===== src/hdl/tfdd_pkg.sv =====
// ----------------------------------------------------------------------------
// Three-finger drag detector package
// Item kinds, drag modes, event codes, register indexes and field widths
// shared by the detector and its testbench.
// ----------------------------------------------------------------------------
`timescale 1ns / 1ps

package tfdd_pkg;

    // Item kinds carried in the input tuser.
    localparam logic [1:0] FUNC_FRAME = 2'd0;
    localparam logic [1:0] FUNC_TAP   = 2'd1;
    localparam logic [1:0] FUNC_TICK  = 2'd2;

    // Drag modes.
    localparam logic [2:0] MODE_IDLE  = 3'd0;
    localparam logic [2:0] MODE_PDRAG = 3'd1;
    localparam logic [2:0] MODE_DRAG  = 3'd2;
    localparam logic [2:0] MODE_AWAIT = 3'd3;
    localparam logic [2:0] MODE_PRES  = 3'd4;

    // Events fed to the mode machine.
    localparam logic [2:0] EV_MOTION   = 3'd0;
    localparam logic [2:0] EV_INC      = 3'd1;
    localparam logic [2:0] EV_DEC      = 3'd2;
    localparam logic [2:0] EV_BUTTON   = 3'd3;
    localparam logic [2:0] EV_TAP      = 3'd4;
    localparam logic [2:0] EV_TIMEOUT  = 3'd5;
    localparam logic [2:0] EV_RTIMEOUT = 3'd6;

    // Configuration register indexes.
    localparam logic [2:0] REG_PRESS_DELAY   = 3'd0;
    localparam logic [2:0] REG_WAIT_FINGERS  = 3'd1;
    localparam logic [2:0] REG_RESUME_WINDOW = 3'd2;
    localparam logic [2:0] REG_UNPIN_DIST    = 3'd3;
    localparam logic [2:0] REG_START_MOVE    = 3'd4;
    localparam logic [2:0] REG_MOVE          = 3'd5;

    // Field widths.
    localparam int CFG_TICK_W = 12;
    localparam int COUNT_W    = 4;
    localparam int MOVE_W     = 32;
    localparam int COORD_W    = 15;
    localparam int IN_DATA_W  = 72;
    localparam int OUT_DATA_W = 8;

    // Configuration reset values.
    localparam logic [CFG_TICK_W-1:0] RST_PRESS_DELAY   = 12'd350;
    localparam logic [CFG_TICK_W-1:0] RST_WAIT_FINGERS  = 12'd50;
    localparam logic [CFG_TICK_W-1:0] RST_RESUME_WINDOW = 12'd720;
    localparam logic [MOVE_W-1:0]     RST_UNPIN_DIST    = 32'd1600;
    localparam logic [MOVE_W-1:0]     RST_START_MOVE    = 32'd676;
    localparam logic [MOVE_W-1:0]     RST_MOVE          = 32'd4;

endpackage


===== src/hdl/three_finger_drag_detector_top.sv =====
// ----------------------------------------------------------------------------
// Three-finger drag detector
// Recognises a three-finger drag from touchpad frames, taps and time ticks
// and issues primary button press and release pulses.
// ----------------------------------------------------------------------------
// A taken request passes from the input register to the result register. One
// request per cycle while the output is not stalled; the mode machine, both timers
// and the squared-distance unpin test are combinational after the input register.
// Reset (i_rst_n low, synchronous) returns to idle with the timers stopped, the
// pin cleared, both stages empty and the registers at their default values.
`timescale 1ns / 1ps

module three_finger_drag_detector_top
    import tfdd_pkg::*;
#(
    parameter int TIMER_BITS = 12
) (
    input  logic                  i_clk,
    input  logic                  i_rst_n,
    // Configuration write channel
    input  logic                  i_cfg_valid,
    output logic                  o_cfg_ready,
    input  logic [2:0]            i_cfg_index,
    input  logic [MOVE_W-1:0]     i_cfg_data,
    // Input stream
    input  logic                  s_axis_tvalid,
    output logic                  s_axis_tready,
    // tdata: fingers[3:0], button_press[4], max_move_sq[36:5],
    //        centroid_x[51:37], centroid_y[66:52], zeros[71:67]
    input  logic [IN_DATA_W-1:0]  s_axis_tdata,
    // tuser: func[1:0]
    input  logic [1:0]            s_axis_tuser,
    // Output stream
    output logic                  m_axis_tvalid,
    input  logic                  m_axis_tready,
    // tdata: press_pulse[0], release_pulse[1], dragging[2], mode[5:3], zeros[7:6]
    output logic [OUT_DATA_W-1:0] m_axis_tdata
);

    localparam int LW = (TIMER_BITS > CFG_TICK_W) ? TIMER_BITS : CFG_TICK_W;
    localparam logic [LW-1:0] TMAX = LW'((64'd1 << TIMER_BITS) - 64'd1);

    typedef struct packed {
        logic [2:0]            mode;
        logic [TIMER_BITS-1:0] dtim;
        logic                  drun;
        logic [TIMER_BITS-1:0] rtim;
        logic                  rrun;
        logic                  pinned;
        logic                  pin_new;
        logic [COORD_W-1:0]    px;
        logic [COORD_W-1:0]    py;
        logic                  press;
        logic                  rel;
    } t_st;

    typedef struct packed {
        logic [TIMER_BITS-1:0] ld_press;
        logic [TIMER_BITS-1:0] ld_wait;
        logic [TIMER_BITS-1:0] ld_resume;
        logic [COORD_W-1:0]    cx;
        logic [COORD_W-1:0]    cy;
        logic                  far_old;
        logic                  unpin_zero;
    } t_ctx;

    // Timer load value, saturated to the timer width.
    function automatic logic [TIMER_BITS-1:0] f_load(input logic [CFG_TICK_W-1:0] v);
        logic [LW-1:0] w;
        w = LW'(v);
        if (w > TMAX) begin
            w = TMAX;
        end
        return w[TIMER_BITS-1:0];
    endfunction

    function automatic t_st f_end_drag(input t_st si);
        t_st s;
        s        = si;
        s.pinned = 1'b0;
        s.mode   = MODE_IDLE;
        s.rrun   = 1'b0;
        s.rel    = 1'b1;
        return s;
    endfunction

    // One event applied to the mode machine.
    function automatic t_st f_handle(input t_st si, input logic [2:0] ev,
                                     input logic [COUNT_W-1:0] n, input t_ctx c);
        t_st  s;
        logic cnt_ev;
        logic unpin;
        s      = si;
        cnt_ev = (ev == EV_INC) || (ev == EV_DEC);
        // A pin taken in this same item sits on the current centroid.
        unpin  = !s.pinned || (s.pin_new ? c.unpin_zero : c.far_old);
        unique case (s.mode)
            MODE_IDLE: begin
                if (cnt_ev && n == 4'd3) begin
                    s.mode = MODE_PDRAG;
                    s.dtim = c.ld_press;
                    s.drun = 1'b1;
                end
            end
            MODE_PDRAG: begin
                if (cnt_ev) begin
                    if (n != 4'd3) begin
                        s.mode = MODE_IDLE;
                        s.drun = 1'b0;
                    end
                end else if (ev == EV_MOTION) begin
                    if (n == 4'd3) begin
                        s.mode  = MODE_DRAG;
                        s.press = 1'b1;
                        s.drun  = 1'b0;
                    end
                end else if (ev == EV_TIMEOUT) begin
                    s.mode  = MODE_DRAG;
                    s.press = 1'b1;
                end
            end
            MODE_DRAG: begin
                if (cnt_ev) begin
                    if (n <= 4'd1) begin
                        s.pinned  = 1'b1;
                        s.pin_new = 1'b1;
                        s.px      = c.cx;
                        s.py      = c.cy;
                        s.rtim    = c.ld_resume;
                        s.rrun    = 1'b1;
                        s.mode    = MODE_AWAIT;
                    end
                end else if (ev == EV_BUTTON) begin
                    s = f_end_drag(s);
                end
            end
            MODE_AWAIT: begin
                if (ev == EV_INC) begin
                    if (n >= 4'd1 && n <= 4'd3) begin
                        s.pinned  = 1'b1;
                        s.pin_new = 1'b1;
                        s.px      = c.cx;
                        s.py      = c.cy;
                        s.dtim    = c.ld_wait;
                        s.drun    = 1'b1;
                        s.mode    = MODE_PRES;
                    end else if (n > 4'd3) begin
                        s = f_end_drag(s);
                    end
                end else if (ev == EV_MOTION) begin
                    if ((n == 4'd1 || n == 4'd2) && unpin) begin
                        s = f_end_drag(s);
                    end
                end else if (ev == EV_RTIMEOUT || ev == EV_TAP || ev == EV_BUTTON) begin
                    s = f_end_drag(s);
                end
            end
            MODE_PRES: begin
                if (ev == EV_INC) begin
                    if (n > 4'd3) begin
                        s.drun = 1'b0;
                        s      = f_end_drag(s);
                    end
                end else if (ev == EV_MOTION) begin
                    if (n == 4'd3) begin
                        s.pinned = 1'b0;
                        s.rrun   = 1'b0;
                        s.drun   = 1'b0;
                        s.mode   = MODE_DRAG;
                    end
                end else if (ev == EV_RTIMEOUT) begin
                    s.pinned = 1'b0;
                    s.drun   = 1'b0;
                    if (n == 4'd3) begin
                        s.mode = MODE_DRAG;
                    end else begin
                        s.mode = MODE_IDLE;
                        s.rel  = 1'b1;
                    end
                end else if (ev == EV_DEC || ev == EV_TIMEOUT) begin
                    if (ev == EV_DEC) begin
                        s.drun = 1'b0;
                    end
                    if (n <= 4'd2) begin
                        s.mode = MODE_AWAIT;
                    end else if (n == 4'd3) begin
                        s.pinned = 1'b0;
                        s.rrun   = 1'b0;
                        s.mode   = MODE_DRAG;
                    end else begin
                        s = f_end_drag(s);
                    end
                end else begin
                    s.drun = 1'b0;
                    s      = f_end_drag(s);
                end
            end
            default: begin
            end
        endcase
        return s;
    endfunction

    // Configuration registers
    logic [CFG_TICK_W-1:0] r_press_delay, r_wait_fingers, r_resume_window;
    logic [MOVE_W-1:0]     r_unpin_dist, r_start_move, r_move;

    // Input register
    logic                 r_in_valid;
    logic [1:0]           r_func;
    logic [COUNT_W-1:0]   r_count;
    logic                 r_button;
    logic [MOVE_W-1:0]    r_mv;
    logic [COORD_W-1:0]   r_cx, r_cy;

    // Recogniser state
    logic [2:0]            r_mode;
    logic [COUNT_W-1:0]    r_last;
    logic [TIMER_BITS-1:0] r_dtim, r_rtim;
    logic                  r_drun, r_rrun, r_pinned;
    logic [COORD_W-1:0]    r_px, r_py;

    // Result register
    logic                  r_out_valid;
    logic [OUT_DATA_W-1:0] r_out_data;

    logic out_free, adv;
    logic [COORD_W-1:0]    adx, ady;
    logic [2*COORD_W-1:0]  sqx, sqy;
    logic [2*COORD_W:0]    dsum;
    t_ctx ctx;
    t_st  cur, n_st;
    logic [COUNT_W-1:0]    n_last;
    logic [MOVE_W-1:0]     thr;
    logic                  fire;

    assign o_cfg_ready   = 1'b1;
    assign out_free      = !r_out_valid || m_axis_tready;
    assign adv           = r_in_valid && out_free;
    assign s_axis_tready = !r_in_valid || out_free;
    assign m_axis_tvalid = r_out_valid;
    assign m_axis_tdata  = r_out_data;

    // Configuration writes
    always_ff @(posedge i_clk) begin
        if (!i_rst_n) begin
            r_press_delay   <= RST_PRESS_DELAY;
            r_wait_fingers  <= RST_WAIT_FINGERS;
            r_resume_window <= RST_RESUME_WINDOW;
            r_unpin_dist    <= RST_UNPIN_DIST;
            r_start_move    <= RST_START_MOVE;
            r_move          <= RST_MOVE;
        end else if (i_cfg_valid) begin
            unique case (i_cfg_index)
                REG_PRESS_DELAY:   r_press_delay   <= i_cfg_data[CFG_TICK_W-1:0];
                REG_WAIT_FINGERS:  r_wait_fingers  <= i_cfg_data[CFG_TICK_W-1:0];
                REG_RESUME_WINDOW: r_resume_window <= i_cfg_data[CFG_TICK_W-1:0];
                REG_UNPIN_DIST:    r_unpin_dist    <= i_cfg_data;
                REG_START_MOVE:    r_start_move    <= i_cfg_data;
                REG_MOVE:          r_move          <= i_cfg_data;
                default: begin
                end
            endcase
        end
    end

    // Input register: takes a request whenever the stage is empty or moving on.
    always_ff @(posedge i_clk) begin
        if (!i_rst_n) begin
            r_in_valid <= 1'b0;
        end else if (s_axis_tready) begin
            r_in_valid <= s_axis_tvalid;
        end
    end

    always_ff @(posedge i_clk) begin
        if (s_axis_tready && s_axis_tvalid) begin
            r_func   <= s_axis_tuser;
            r_count  <= s_axis_tdata[3:0];
            r_button <= s_axis_tdata[4];
            r_mv     <= s_axis_tdata[36:5];
            r_cx     <= s_axis_tdata[51:37];
            r_cy     <= s_axis_tdata[66:52];
        end
    end

    // Squared distance of the centroid from the stored pin point.
    always_comb begin
        adx  = (r_cx >= r_px) ? (r_cx - r_px) : (r_px - r_cx);
        ady  = (r_cy >= r_py) ? (r_cy - r_py) : (r_py - r_cy);
        sqx  = adx * adx;
        sqy  = ady * ady;
        dsum = {1'b0, sqx} + {1'b0, sqy};
    end

    always_comb begin
        ctx.ld_press   = f_load(r_press_delay);
        ctx.ld_wait    = f_load(r_wait_fingers);
        ctx.ld_resume  = f_load(r_resume_window);
        ctx.cx         = r_cx;
        ctx.cy         = r_cy;
        ctx.far_old    = {1'b0, dsum} >= r_unpin_dist;
        ctx.unpin_zero = (r_unpin_dist == '0);
    end

    // Mode machine: the item's events applied in their fixed order.
    always_comb begin
        cur.mode    = r_mode;
        cur.dtim    = r_dtim;
        cur.drun    = r_drun;
        cur.rtim    = r_rtim;
        cur.rrun    = r_rrun;
        cur.pinned  = r_pinned;
        cur.pin_new = 1'b0;
        cur.px      = r_px;
        cur.py      = r_py;
        cur.press   = 1'b0;
        cur.rel     = 1'b0;
        n_st        = cur;
        n_last      = r_last;
        thr         = r_move;
        fire        = 1'b0;
        case (r_func)
            FUNC_FRAME: begin
                if (r_count < r_last) begin
                    n_st = f_handle(n_st, EV_DEC, r_count, ctx);
                end else if (r_count > r_last) begin
                    n_st = f_handle(n_st, EV_INC, r_count, ctx);
                end
                if (r_button) begin
                    n_st = f_handle(n_st, EV_BUTTON, r_count, ctx);
                end
                thr = (n_st.mode == MODE_PDRAG) ? r_start_move : r_move;
                if (r_mv > thr) begin
                    n_st = f_handle(n_st, EV_MOTION, r_count, ctx);
                end
                n_last = r_count;
            end
            FUNC_TAP: begin
                if (n_st.mode == MODE_AWAIT || n_st.mode == MODE_PRES) begin
                    n_st = f_handle(n_st, EV_TAP, r_last, ctx);
                end
            end
            FUNC_TICK: begin
                // Delay timer first, then the resume timer.
                fire = n_st.drun && (n_st.dtim <= TIMER_BITS'(1));
                if (n_st.drun) begin
                    if (fire) begin
                        n_st.dtim = '0;
                        n_st.drun = 1'b0;
                    end else begin
                        n_st.dtim = n_st.dtim - TIMER_BITS'(1);
                    end
                end
                if (fire) begin
                    n_st = f_handle(n_st, EV_TIMEOUT, r_last, ctx);
                end
                fire = n_st.rrun && (n_st.rtim <= TIMER_BITS'(1));
                if (n_st.rrun) begin
                    if (fire) begin
                        n_st.rtim = '0;
                        n_st.rrun = 1'b0;
                    end else begin
                        n_st.rtim = n_st.rtim - TIMER_BITS'(1);
                    end
                end
                if (fire) begin
                    n_st = f_handle(n_st, EV_RTIMEOUT, r_last, ctx);
                end
            end
            default: begin
            end
        endcase
    end

    // State update
    always_ff @(posedge i_clk) begin
        if (!i_rst_n) begin
            r_mode   <= MODE_IDLE;
            r_last   <= '0;
            r_dtim   <= '0;
            r_drun   <= 1'b0;
            r_rtim   <= '0;
            r_rrun   <= 1'b0;
            r_pinned <= 1'b0;
            r_px     <= '0;
            r_py     <= '0;
        end else if (adv) begin
            r_mode   <= n_st.mode;
            r_last   <= n_last;
            r_dtim   <= n_st.dtim;
            r_drun   <= n_st.drun;
            r_rtim   <= n_st.rtim;
            r_rrun   <= n_st.rrun;
            r_pinned <= n_st.pinned;
            r_px     <= n_st.px;
            r_py     <= n_st.py;
        end
    end

    // Result register
    always_ff @(posedge i_clk) begin
        if (!i_rst_n) begin
            r_out_valid <= 1'b0;
        end else if (out_free) begin
            r_out_valid <= r_in_valid;
        end
    end

    always_ff @(posedge i_clk) begin
        if (adv) begin
            r_out_data <= {2'b00, n_st.mode,
                           (n_st.mode == MODE_DRAG) || (n_st.mode == MODE_AWAIT)
                               || (n_st.mode == MODE_PRES),
                           n_st.rel, n_st.press};
        end
    end

    // A press always leaves the block dragging.
    a_press_drags: assert property (@(posedge i_clk) disable iff (!i_rst_n)
        (r_out_valid && r_out_data[0]) |-> r_out_data[2])
        else $error("press pulse without drag");

    // The pin is only held while waiting to resume.
    a_pin_mode: assert property (@(posedge i_clk) disable iff (!i_rst_n)
        r_pinned |-> (r_mode == MODE_AWAIT || r_mode == MODE_PRES))
        else $error("pin held outside resume wait");

    // The delay timer only runs in possible drag or possible resume.
    a_delay_mode: assert property (@(posedge i_clk) disable iff (!i_rst_n)
        r_drun |-> (r_mode == MODE_PDRAG || r_mode == MODE_PRES))
        else $error("delay timer running in wrong mode");

    // A stalled result holds the recogniser state still.
    a_stall_hold: assert property (@(posedge i_clk) disable iff (!i_rst_n)
        (r_out_valid && !m_axis_tready) |=> ($stable(r_mode) && $stable(r_last)))
        else $error("state moved while result stalled");

endmodule


===== config.mk =====
export PLATFORM = sky130hd
export DESIGN_NAME = three_finger_drag_detector_top
export DESIGN_NICKNAME = d
export VERILOG_FILES = /design/src/hdl/tfdd_pkg.sv /design/src/hdl/three_finger_drag_detector_top.sv
export SDC_FILE = /design/constraint.sdc
export NUM_CORES = 2
export LEC_CHECK = 0
export ABC_AREA = 1
export ABC_CLOCK_PERIOD_IN_PS = 10900
export BUFFER_PORTS_ARGS = -buffer_cell sky130_fd_sc_hd__buf_2
export CELL_PAD_IN_SITES_DETAIL_PLACEMENT = 0
export CELL_PAD_IN_SITES_GLOBAL_PLACEMENT = 1
export CORE_MARGIN = 5
export CORE_UTILIZATION = 49
export CTS_CLUSTER_SIZE = 28
export DETAILED_ROUTE_END_ITERATION = 12
export PLACE_DENSITY_LB_ADDON = 0.1
export SETUP_SLACK_MARGIN = 0.1
export SLEW_MARGIN = 10
export SYNTH_ARGS = -nofsm -noshare
export SYNTH_HDL_FRONTEND = slang
export SYNTH_SLANG_ARGS = --single-unit

===== constraint.sdc =====
create_clock -name i_clk -period 10.9 [get_ports i_clk]
set_input_delay 2.18 -clock i_clk [delete_from_list [all_inputs] [get_ports i_clk]]
set_output_delay 2.18 -clock i_clk [all_outputs]
set_load 0.1 [all_outputs]

==> run_results.csv <==
group,metric,value,unit
status,outcome,"finished clean",
placed_design,place_hpwl,67000,um
timing,period_minus_slack,10.38,ns
floorplanning,floorplan.initialDensity,49.2,%
hold_path,min-delay-path-class,"register to register",
clock_network,total_clock_buffers_created_by_cts,31,
global_routing,grt_pass1_wl,136000,um
floorplanning,core_area,60000,um2
yosys,yosys_register_bits,273,
run,max-cap-violations,0,
worst_setup_path,crit_path_end_kind,"register",
yosys,synth.lib_cells_used.distinct,64,
floorplanning,top_level_ports,125,
worst_setup_path,crit_path_max_fanout,7,
timing,tightestPinTransition,1.20,ns
timing,grt_setup_unrepaired,"no",
clock_network,ctsHtreeMaxLevel,1,
yosys,yosysMostFrequentCell,"inv_1",
yosys,synth-simple-area-share,14.9,%
timing,drv_slew,0,
timing,max_freq,96.4,MHz
final_layout,multi_input_gate_area_in_the_final_layout,20800,um2
timing,clock-skew-final,0.0256,ns
worst_setup_path,critical_path_arrival,10.85,ns
yosys,synth_compound_area_share,13.3,%
worst_setup_path,timing.critical_path.from_type,"register",
final_layout,finish.utilization,59.3,%
yosys,share_of_the_yosys_chip_area_belonging_to_registers,21.1,%
timing,timing.hold.ws,0.458,ns
worst_setup_path,crit_slowest_cell,"fa_1",
clock_network,tritoncts,"yes",
floorplanning,rows,90,
clock_network,clk_transition_reported_paths,0.07,ns
yosys,synth_xor_xnor_area_share,3.04,%
worst_setup_path,cp_data_required_time,11.37,ns
timing,fin_setup_tns,0,ns
final_layout,fraction_of_final_layout_cells_sized_beyond_drive_strength_1,20.7,%
route,drtIter0Drc,1546,
yosys,yosys_warnings,0,
yosys,synth_area_per_cell,8.00,um2
timing,count_of_endpoints_failing_setup_in_the_final_report,0,
placed_design,finalWeightedCongestion,0.988,
yosys,share_of_the_synthesized_area_in_the_top_cell_type,22.5,%
clock_network,clk_path_buf_depth,3,
floorplanning,fp.dieH,255,um
route,routed-via-count,25600,
global_routing,grt_start_max_net_pins,94,
route,drc_errors,0,
global_routing,grt_pass1_vias,26900,
final_layout,fillers,5410,
yosys,syn_inst,3687,
yosys,async_reset_ff_share,0,%
final_layout,synthToLayoutAreaGrowth,20.7,%
route,drt_pass_1_iters,5,
route,detail_route.wirelength,83700,um
clock_network,ctsHoldBuffers,0,
clock_network,clk_tree_root_cell,"clkbuf_16",
yosys,dominantRegCellSynth,"dfxtp_1",
timing,final.period_utilization,95.2,%
global_routing,grt_antenna_before_repair,1,
yosys,synth.mux.area_fraction,1.15,%
worst_setup_path,cp_peak_stage_delay,0.59,ns
route,route.detailed.wl_per_inst,16.9,um
floorplanning,dieWidth,255,um
final_layout,final_net_count,4872,
placed_design,numPortBuffers,116,
yosys,yosys.area_share.adder,35.1,%
yosys,synth.area.top_cells,"fa_1 (23%), dfxtp_1 (13%), ha_1 (13%)",
route,route.antenna.remaining_nets,0,
timing,slew_headroom,18.2,%
clock_network,worst_skew_pair.late_latency,0.58,ns
global_routing,grt-ovfl-total,0,
timing,hold_viol,0,
floorplanning,design.die.area,65200,um2
yosys,largest_family_of_logic_cells_by_synthesized_area,"adder cells",
route,post_drt_via_cell_ratio,5.19,
yosys,number_of_flops_mapped_to_enable_cells_by_yosys,75,
worst_setup_path,critPathKind,"register to register",
yosys,synth_largest_area_cell,"fa_1",
clock_network,tritoncts_num_sinks,273,
yosys,syn-cell-area,29500,um2
final_layout,seq_area,6220,um2
yosys,ys_top_cells_by_count,"inv_1 (716), nand2_1 (466), nor2_1 (435), fa_1 (332), ha_1 (296)",
global_routing,grt.total_usage,25.1,%
per-layer routing:
layer  GRT usage (%)  wire (um)  part of all wire (%)
met5               0          0                     0
met4            7.11       2270                   2.7
met3            2.30       3470                   4.1
met1            34.7      37800                    45
met2            42.5      40100                    48
worst paths after layout:
kind,slack (ns),cells past startpoint,from,to
worst max-delay path,0.52,53,r_cx[1]$_DFFE_PP_,r_mode[1]$_SDFFE_PN0P_
worst min-delay path,0.46,2,r_start_move[9]$_SDFFE_PN1P_,r_start_move[9]$_SDFFE_PN1P_
worst max register to register,0.52,53,r_cx[1]$_DFFE_PP_,r_mode[1]$_SDFFE_PN0P_
worst min register to register,0.46,2,r_start_move[9]$_SDFFE_PN1P_,r_start_move[9]$_SDFFE_PN1P_
per-stage QoR:
step / instance area (um2) / worst slack [ns] / cells
2_1_floorplan: 29500 / 1.19 / 3688
3_3_place_gp: 33300 / -0.0872 / 4841
3_5_place_dp: 33300 / -0.119 / 4841
4_1_cts: 34400 / 0.103 / 4899
5_1_grt: 35600 / 0.0591 / 4937
6_report: 35600 / 0.523 / 4937
kinds of logic (layout without fill, tap and decap cells):
group	after synthesis	count (layout)
AOI/OAI and AO/OA	709	709
xor gates and xnor gates	94	94
adders and majority gates	628	628
buffers and inverters	874	1340
DFF	273	273
muxes	34	34
other	2	4
and+or+nand+nor	1073	1073
layout make-up:
| cell class | instances | area share, % |
|---|---|---|
| Multi-Input combinational cell | 2541 | 58.4 |
| Sequential cell | 273 | 17.5 |
| Inverter | 761 | 8.06 |
| Clock inverter | 19 | 0.545 |
| Timing Repair Buffer | 522 | 10.5 |
| Antenna cell | 1 | 0.00703 |
| Clock buffer | 38 | 2.34 |
| Tap cell | 782 | 2.75 |
flip-flops by register name, summed over array words and instances, names as in the netlist, 12 cells and up:
register         flops
r_move              32
r_mv                32
r_start_move        32
r_unpin_dist        32
r_cx                15
r_cy                15
r_px                15
r_py                15
r_dtim              12
r_press_delay       12
r_resume_window     12
r_rtim              12
r_wait_fingers      12
critical path: cells and delay by family (launching register included):
kind / cells / cell delay (ns)
adder cells (fa/ha/maj): 11 / 4.93
AO/OA/AOI/OAI: 13 / 1.84
AND/OR/NAND/NOR: 15 / 1.52
buffers and inverters: 12 / 1.17
flip-flops: 1 / 0.46
XOR/XNOR: 2 / 0.32
placed cells by master (no fill, tap or decap), types with 8 or more instances in the layout:
master,synthesis,final
a21o_1,12,12
a21oi_1,267,244
a21oi_2,3,22
a31oi_1,10,8
buf_2,21,116
buf_4,9,390
buf_6,5,12
clkbuf_16,0,32
dfxtp_1,198,197
edfxtp_1,75,75
fa_1,332,316
fa_2,0,16
ha_1,296,270
ha_4,0,22
inv_1,716,690
inv_2,45,65
mux2i_1,34,34
nand2_1,466,440
nand2_2,20,40
nand3_1,73,72
nand4_1,24,24
nor2_1,435,404
nor2_2,14,40
nor3_1,19,16
o211ai_1,23,23
o21ai_0,277,270
o21ai_1,34,33
o21ai_2,12,16
o21bai_1,12,9
o22ai_1,12,12
xnor2_1,22,22
xor2_1,65,64
repair_timing:
action,CTS,global route
setup endpoints to repair,8,8
gates cloned,0,2
pin swaps,3,133
resized for setup,14,213
setup buffers,1,35
Power is left out: the tool's default activity adds up to more than one toggle a clock period on the data nets, which glitch-free logic cannot reach.
